File: src/hw/rtl/sms_pkg.sv
// Shared types and constants for the SPI master shift engine.
package sms_pkg;

  localparam int unsigned WordW = 9;
  localparam int unsigned CntW  = 8;
  localparam int unsigned BitsW = 4;
  localparam int unsigned CfgIdxW = 3;
  localparam int unsigned CfgDataW = 8;

  localparam logic [BitsW-1:0] CharBitsLong  = 4'd9;
  localparam logic [BitsW-1:0] CharBitsShort = 4'd8;
  localparam logic [WordW-1:0] MaskLong  = 9'h1FF;
  localparam logic [WordW-1:0] MaskShort = 9'h0FF;

  typedef enum logic [1:0] {
    KIND_TICK  = 2'd0,
    KIND_WRITE = 2'd1,
    KIND_READ  = 2'd2
  } sms_kind_e;

  typedef enum logic [CfgIdxW-1:0] {
    CFG_BAUD_DIVIDER   = 3'd0,
    CFG_CLOCK_POLARITY = 3'd1,
    CFG_CLOCK_PHASE    = 3'd2,
    CFG_LSB_FIRST      = 3'd3,
    CFG_NINE_BIT       = 3'd4
  } sms_cfg_idx_e;

  typedef struct packed {
    logic [CntW-1:0] baud_divider;
    logic            clock_polarity;
    logic            clock_phase;
    logic            lsb_first;
    logic            nine_bit;
  } sms_cfg_t;

  typedef struct packed {
    logic             busy_res;
    logic             rx_overflow;
    logic             rx_complete;
    logic             data_empty;
    logic [WordW-1:0] rx_word;
    logic             mosi_level;
    logic             sck_level;
  } sms_result_t;

endpackage

File: src/hw/rtl/spi_master_shift_engine_core.sv
// Top level of the SPI master shift engine: stream ports, config and pipeline.
//
// Each input item on s_axis is one system clock tick of the serial engine. Its
// tuser carries the tick kind (plain, transmit write, receive read) and its
// tdata the transmit word and the sampled MISO level. Each item yields exactly
// one result item on m_axis with the pin levels, the receive register and the
// status flags as they stand after that tick.
// An item passes an input register, then the engine logic, then the result
// register; one item per cycle is taken in sustained flow while the receiver
// takes every result. The engine state advances only when an item moves from
// the input register into the result register.
// Reset clears all engine state and flags, the valid bits of the input and
// result registers, and the config registers to zero (SCK idles low). When
// the receiver stalls, the result register holds, the input register fills,
// and s_axis_tready drops until the receiver takes the waiting result.
// Config writes on cfg_we_i land at once; issue them only with no item
// in flight.
module spi_master_shift_engine_core (
  input  logic        clk_i,
  input  logic        rst_ni,
  input  logic        s_axis_tvalid,
  output logic        s_axis_tready,
  input  logic [15:0] s_axis_tdata,   // tx_word[8:0], miso_level[9], zero fill
  input  logic [1:0]  s_axis_tuser,   // kind[1:0]
  output logic        m_axis_tvalid,
  input  logic        m_axis_tready,
  // sck_level[0], mosi_level[1], rx_word[10:2], data_empty[11],
  // rx_complete[12], rx_overflow[13], busy_res[14], zero fill
  output logic [15:0] m_axis_tdata,
  input  logic        cfg_we_i,
  input  logic [sms_pkg::CfgIdxW-1:0]  cfg_idx_i,
  input  logic [sms_pkg::CfgDataW-1:0] cfg_wdata_i
);
  import sms_pkg::*;

  sms_cfg_t cfg_q;

  logic             in_v_q;
  logic [1:0]       kind_q;
  logic [WordW-1:0] word_q;
  logic             miso_q;

  logic        out_v_q;
  sms_result_t res_q;
  sms_result_t res;
  logic [BitsW-1:0] bits_left;

  logic adv;

  assign adv           = in_v_q && (!out_v_q || m_axis_tready);
  assign s_axis_tready = !in_v_q || adv;
  assign m_axis_tvalid = out_v_q;
  assign m_axis_tdata  = {1'b0, res_q};

  always_ff @(posedge clk_i or negedge rst_ni) begin
    if (!rst_ni) begin
      cfg_q <= '0;
    end else if (cfg_we_i) begin
      case (cfg_idx_i)
        CFG_BAUD_DIVIDER:   cfg_q.baud_divider   <= cfg_wdata_i;
        CFG_CLOCK_POLARITY: cfg_q.clock_polarity <= cfg_wdata_i[0];
        CFG_CLOCK_PHASE:    cfg_q.clock_phase    <= cfg_wdata_i[0];
        CFG_LSB_FIRST:      cfg_q.lsb_first      <= cfg_wdata_i[0];
        CFG_NINE_BIT:       cfg_q.nine_bit       <= cfg_wdata_i[0];
        default: ;
      endcase
    end
  end

  always_ff @(posedge clk_i or negedge rst_ni) begin
    if (!rst_ni) begin
      in_v_q  <= 1'b0;
      out_v_q <= 1'b0;
    end else begin
      if (s_axis_tready) begin
        in_v_q <= s_axis_tvalid;
      end
      if (adv) begin
        out_v_q <= 1'b1;
      end else if (m_axis_tready) begin
        out_v_q <= 1'b0;
      end
    end
  end

  always_ff @(posedge clk_i) begin
    if (s_axis_tready && s_axis_tvalid) begin
      kind_q <= s_axis_tuser;
      word_q <= s_axis_tdata[WordW-1:0];
      miso_q <= s_axis_tdata[WordW];
    end
    if (adv) begin
      res_q <= res;
    end
  end

  sms_engine u_engine (
    .clk_i        (clk_i),
    .rst_ni       (rst_ni),
    .step_i       (adv),
    .cfg_i        (cfg_q),
    .kind_i       (kind_q),
    .tx_word_i    (word_q),
    .miso_level_i (miso_q),
    .res_o        (res),
    .bits_left_o  (bits_left)
  );

  a_bits_range: assert property (@(posedge clk_i) disable iff (!rst_ni)
    bits_left <= CharBitsLong)
    else $error("bit counter out of range");

  a_ovf_needs_rx: assert property (@(posedge clk_i) disable iff (!rst_ni)
    out_v_q && res_q.rx_overflow |-> res_q.rx_complete)
    else $error("overflow without a waiting word");

  a_idle_sck: assert property (@(posedge clk_i) disable iff (!rst_ni)
    out_v_q && !res_q.busy_res |-> res_q.sck_level == cfg_q.clock_polarity)
    else $error("SCK not at idle level while idle");

  a_adv_fills_out: assert property (@(posedge clk_i) disable iff (!rst_ni)
    adv |=> out_v_q)
    else $error("result lost after engine step");

endmodule

File: src/hw/rtl/sms_engine.sv
// Serial engine state and per-tick next-state logic.
module sms_engine (
  input  logic                       clk_i,
  input  logic                       rst_ni,
  input  logic                       step_i,
  input  sms_pkg::sms_cfg_t          cfg_i,
  input  logic [1:0]                 kind_i,
  input  logic [sms_pkg::WordW-1:0]  tx_word_i,
  input  logic                       miso_level_i,
  output sms_pkg::sms_result_t       res_o,
  output logic [sms_pkg::BitsW-1:0]  bits_left_o
);
  import sms_pkg::*;

  logic [CntW-1:0]  cnt_q, cnt_d;
  logic [WordW-1:0] sw_q, sw_d;
  logic [BitsW-1:0] bits_q, bits_d;
  logic             half_q, half_d;
  logic             sck_q, sck_d;
  logic [WordW-1:0] txb_q, txb_d;
  logic             txf_q, txf_d;
  logic [WordW-1:0] rxb_q, rxb_d;
  logic             rxv_q, rxv_d;
  logic             ovf_q, ovf_d;
  logic             held_q, held_d;

  logic [WordW-1:0] mask;
  logic             bin;
  logic             front;

  always_comb begin
    cnt_d  = cnt_q;
    sw_d   = sw_q;
    bits_d = bits_q;
    half_d = half_q;
    sck_d  = sck_q;
    txb_d  = txb_q;
    txf_d  = txf_q;
    rxb_d  = rxb_q;
    rxv_d  = rxv_q;
    ovf_d  = ovf_q;
    held_d = held_q;
    mask   = cfg_i.nine_bit ? MaskLong : MaskShort;
    bin    = cfg_i.clock_phase ? miso_level_i : held_q;

    case (kind_i)
      KIND_WRITE: begin
        if (!txf_q) begin
          txb_d = tx_word_i;
          txf_d = 1'b1;
        end
      end
      KIND_READ: begin
        rxv_d = 1'b0;
        ovf_d = 1'b0;
      end
      default: ;
    endcase

    if (bits_q != '0) begin
      if (cnt_q >= cfg_i.baud_divider) begin
        cnt_d = '0;
        if (!half_q) begin
          sck_d = ~cfg_i.clock_polarity;
          if (!cfg_i.clock_phase) begin
            held_d = miso_level_i;
          end
          half_d = 1'b1;
        end else begin
          sck_d = cfg_i.clock_polarity;
          if (cfg_i.lsb_first) begin
            sw_d = ((sw_q & mask) >> 1) |
                   (cfg_i.nine_bit ? {bin, 8'b0} : {1'b0, bin, 7'b0});
          end else begin
            sw_d = {sw_q[WordW-2:0], bin} & mask;
          end
          bits_d = bits_q - 1'b1;
          if (bits_d == '0) begin
            ovf_d = ovf_d | rxv_d;
            rxb_d = sw_d & mask;
            rxv_d = 1'b1;
          end
          half_d = 1'b0;
        end
      end else begin
        cnt_d = cnt_q + 1'b1;
      end
    end

    if (bits_d == '0) begin
      sck_d = cfg_i.clock_polarity;
      if (txf_d) begin
        sw_d   = txb_d & mask;
        txf_d  = 1'b0;
        bits_d = cfg_i.nine_bit ? CharBitsLong : CharBitsShort;
        half_d = 1'b0;
        cnt_d  = '0;
      end
    end

    if (cfg_i.lsb_first) begin
      front = sw_d[0];
    end else begin
      front = cfg_i.nine_bit ? sw_d[8] : sw_d[7];
    end

    res_o.sck_level   = sck_d;
    res_o.mosi_level  = (bits_d != '0) ? front : 1'b0;
    res_o.rx_word     = rxb_d;
    res_o.data_empty  = ~txf_d;
    res_o.rx_complete = rxv_d;
    res_o.rx_overflow = ovf_d;
    res_o.busy_res    = (bits_d != '0);
  end

  assign bits_left_o = bits_q;

  always_ff @(posedge clk_i or negedge rst_ni) begin
    if (!rst_ni) begin
      cnt_q  <= '0;
      sw_q   <= '0;
      bits_q <= '0;
      half_q <= 1'b0;
      sck_q  <= 1'b0;
      txb_q  <= '0;
      txf_q  <= 1'b0;
      rxb_q  <= '0;
      rxv_q  <= 1'b0;
      ovf_q  <= 1'b0;
      held_q <= 1'b0;
    end else if (step_i) begin
      cnt_q  <= cnt_d;
      sw_q   <= sw_d;
      bits_q <= bits_d;
      half_q <= half_d;
      sck_q  <= sck_d;
      txb_q  <= txb_d;
      txf_q  <= txf_d;
      rxb_q  <= rxb_d;
      rxv_q  <= rxv_d;
      ovf_q  <= ovf_d;
      held_q <= held_d;
    end
  end

endmodule

File: config.mk
export PLATFORM = sky130hd
export DESIGN_NAME = spi_master_shift_engine_core
export DESIGN_NICKNAME = d
export VERILOG_FILES = /design/src/hw/rtl/sms_pkg.sv /design/src/hw/rtl/spi_master_shift_engine_core.sv /design/src/hw/rtl/sms_engine.sv
export SDC_FILE = /design/constraint.sdc
export NUM_CORES = 1
export LEC_CHECK = 0
export ABC_AREA = 1
export BUFFER_PORTS_ARGS = -buffer_cell sky130_fd_sc_hd__buf_4
export CAP_MARGIN = 30
export CORE_MARGIN = 2
export CORE_UTILIZATION = 38
export CTS_CLUSTER_DIAMETER = 80
export DETAILED_ROUTE_END_ITERATION = 8
export RECOVER_POWER = 100
export SETUP_SLACK_MARGIN = 0.5
export SYNTH_ARGS = -nofsm -noshare
export SYNTH_HDL_FRONTEND = slang
export SYNTH_SLANG_ARGS = --single-unit
File: constraint.sdc
create_clock -name clk_i -period 2.1 [get_ports clk_i]
set_clock_uncertainty 0.1 [all_clocks]
set_input_delay 0.105 -clock clk_i [delete_from_list [all_inputs] [get_ports clk_i]]
set_output_delay 0.105 -clock clk_i [all_outputs]
set_load 0.01 [all_outputs]
==> impl_metrics.ini <==
[run_status]
run_status = finished with violations
violations_in_the_final_reports = negative setup slack

[worst_setup_path]
cp_data_arrival_time_ns = 2.46
critical-path-max-stage-delay_ns = 0.42
critical-path-slowest-cell = dfrtp_1
required_ns = 2.09
setup.worst_path.start_class = flop
crit_path_max_fanout = 7
critical-path-top-cell-by-count = nand2_2
cp_cell_sequence = ha_4 > nand2_2 > nor2_1 > nor2_1 > nand2_2 > nand2_4 > nand2_8 > nand3_4 > nand2_2 > nand2_2 > nor2_4 > o211ai_1 > or2_4
reg2reg_to = m_axis_tdata[14]$_DFFE_PP_
setup.reg_to_reg.worst_slack_ns = -0.37
cells_on_worst_reg2reg_path = 13
critical_path.endpoint_type = flop
crit-reg2reg-launch = u_engine.cnt_q[1]$_DFFE_PN0P_
setup.worst_path.class = flop to flop

[global_routing]
grt_pass1_wl_mm = 16.9
grt.total_usage_pct = 16.8
antenna_found_initial = 0
vias_in_the_first_global_route = 3616
grt_max_degree = 60
grt-ovfl-total = 0

[final_layout]
num-nets-final = 683
fillerInstances = 985
stdcell_area_sq_mm = 0.00622
layout-area-overhead-vs-synth_pct = 42.6
total_inserted_antenna_cells = 0
post_route_cells_drive_above_1_share_pct = 30.4
final_common_cell = nand2_1
layout_common_cells = nand2_1, buf_4, dfrtp_1

[clock_network]
clkTransAtPathRegs_ns = 0.06
cts_htree_levels = 3
clk-insertion-delay-late_ns = 0.34
cts_buffers = 9
cts_max_path_buffers = 2
cts_tree = yes
clock-root-buffer = clkbuf_16
clock_sinks = 86

[drt]
route.vias.total = 3839
drt-vias-per-instance = 4.89
route.final.wire_length_mm = 10.5
drt_first_pass_iters = 5
drt-initial-drc-count = 180
antenna_violating_nets_post_route = 0
wl_per_cell_microns = 13.3
drc_errors = 0

[power_and_ir_drop]
power.switching_mw = 2.86
internal_power_mw = 4.41
power-per-cell-area_mw_per_mm2 = 1170
share_of_total_power_in_combinational_logic_pct = 45.8
ir_worst_vdd_mv = 0.607
seq_power_share_pct = 33.9
power_frac_clock_pct = 20.3
power_switching_share_pct = 39.3
p_leak_nw = 2.89

[synth]
synth_seq_cells = 86
synth_area_per_cell_sq_um = 8.59
synth_seq_area_share_pct = 52.4
netlist_instances = 508
syn-num-nets = 554
yosys_warnings = 0
post_synth_num_cell_types = 33
synthesis.area_sq_mm = 0.00437

[sta]
final_hold_viol_count = 0
layout_worst_path_cycle_share_pct = 117
timing_max_transition_violations_final = 0
finalSetupViolCount = 44
max_slew_margin_pct = 0.408
worst-slew-pin-transition_ns = 1.49
rsz_0062_raised_after_global_routing = yes
timing.final.crit_period_ns = 2.47
finalHoldWorstSlack_ns = 0.0284
final.setup.worst_slack_ns = -0.366
aggregate_negative_setup_slack_ns = -10.21
max_freq_mhz = 406

[floorplanning]
fp.coreArea_sq_mm = 0.0113
number_of_standard_cell_rows_in_the_floorplan = 39
width_of_the_die_microns = 111
ios = 52
chipHeight_microns = 111
start_util_pct = 38.6
die_area_sq_mm = 0.0124

[job]
drv.max_cap_violation_count = 0

[placed_design]
gp_routability_congestion = 0.864
detailed_place.area_sq_mm = 0.00523
numPortBuffers = 44
dpl.hpwl_mm = 6.81

[hold_path]
min-delay-path-class = primary input to flop
min_from = cfg_wdata_i[0]
whs_endpoint = cfg_q[3]$_DFFE_PN0P_
worstHoldPathCells = 3
[how the worst max path moves through the flow]
stage	slack, ns	endpoint	startpoint	cells after the start
2_1_floorplan	-0.11	m_axis_tdata[1]$_SDFFCE_PN0P_	u_engine.cnt_q[3]$_DFFE_PN0P_	16
3_3_place_gp	-0.30	m_axis_tdata[1]$_SDFFCE_PN0P_	u_engine.cnt_q[7]$_DFFE_PN0P_	14
3_5_place_dp	-0.31	m_axis_tdata[1]$_SDFFCE_PN0P_	u_engine.cnt_q[7]$_DFFE_PN0P_	14
4_1_cts	-0.24	m_axis_tdata[1]$_SDFFCE_PN0P_	u_engine.cnt_q[3]$_DFFE_PN0P_	16
5_1_grt	-0.45	u_engine.cnt_q[5]$_DFFE_PN0P_	u_engine.cnt_q[1]$_DFFE_PN0P_	16
6_report	-0.37	m_axis_tdata[14]$_DFFE_PP_	u_engine.cnt_q[1]$_DFFE_PN0P_	13
[Yosys cell counts, drive strengths merged]
cell type  count  area (sq um)
a21boi         1          7.51
a21o           1          7.51
a21oi         18          90.1
a31oi          5          31.3
and2           1          6.26
buf            6          35.0
clkbuf        12          45.0
clkinv         1          3.75
conb           1          3.75
dfrtp         59          1480
edfxtp        27           811
ha            12           150
inv           50           190
mux2i          7          70.1
nand2        157           627
nand3         25           138
nand4          7          43.8
nor2          36           174
nor3           1          5.00
o211ai         3          22.5
o21ai         62           310
o22ai          6          37.5
or2            3          18.8
xor2           7          61.3
[sequential cells by signal, summed over array words and instances, names as in the netlist]
name,flops
m_axis_tdata,15
in_v_q,1
u_engine.sck_q,1
u_engine.rxb_q,9
u_engine.ovf_q,1
cfg_q,12
u_engine.rxv_q,1
miso_q,1
kind_q,2
u_engine.sw_q,9
m_axis_tvalid,1
u_engine.txb_q,9
u_engine.bits_left_o,4
u_engine.half_q,1
word_q,9
u_engine.cnt_q,8
u_engine.txf_q,1
u_engine.held_q,1
[layer usage]
metal	track usage, %	vias to the layer above	share of wire (%)
li1	-	1937	-
met1	23.4	1779	47
met2	26.3	108	46
met3	3.88	15	5.4
met4	4.77	0	1.9
met5	0	-	0
[worst max-delay path: cells and delay by family, from the launching register on]
family	cells	cell delay (ns)
AND/OR/NAND/NOR	11	1.24
adder cells (fa/ha/maj)	1	0.29
flip-flops	1	0.42
AO/OA/AOI/OAI	1	0.18
[logic make-up after synthesis]
group	synth area share, %
simple gates	23.2
compound gates	11.6
flops	52.4
buf+inv	6.28
fa+ha+maj	3.44
xor+xnor	1.40
mux	1.61
other cells	0.0859
[cell type report]
type                            count  area [sq um]  area share, %
Clock inverter                      6          46.3          0.744
Clock buffer                       10           229           3.68
Sequential cell                    86          2290           36.8
Timing Repair Buffer              135          1070           17.3
Inverter                           51           199           3.20
Multi-Input combinational cell    354          2210           35.5
Tap cell                          143           179           2.87
[stage by stage]
step / setup slack, ns / util (%) / total power [mW] / cells
5_1_grt: -0.446 / 55.0 / 7.76 / 785
6_report: -0.366 / 55.0 / 7.26 / 785
3_3_place_gp: -0.303 / 46.2 / 4.91 / 726
2_1_floorplan: -0.108 / - / 4.01 / 508
3_5_place_dp: -0.312 / 46.2 / 4.98 / 726
4_1_cts: -0.244 / 51.9 / 6.71 / 773
[timing repair]
| item | CTS | global route |
|---|---|---|
| hold buffers | 26 | 0 |
| endpoints found under the hold margin | 82 | 0 |
| pin swaps | 11 | 23 |
| gates cloned | 1 | 1 |
| endpoints found under the setup margin | 51 | 73 |
| gates resized for setup | 21 | 75 |
| setup buffers | 4 | 11 |
[power groups by stage]
stage,clock network [mW],logic (mW),registers [mW]
after CTS,1.51,2.76,2.43
final,1.47,3.33,2.46
after detailed placement,0,2.52,2.46
after global placement,0,2.47,2.45
after global routing,1.59,3.66,2.50
after floorplan,0,1.58,2.43
(Power assumes the default switching activity.)
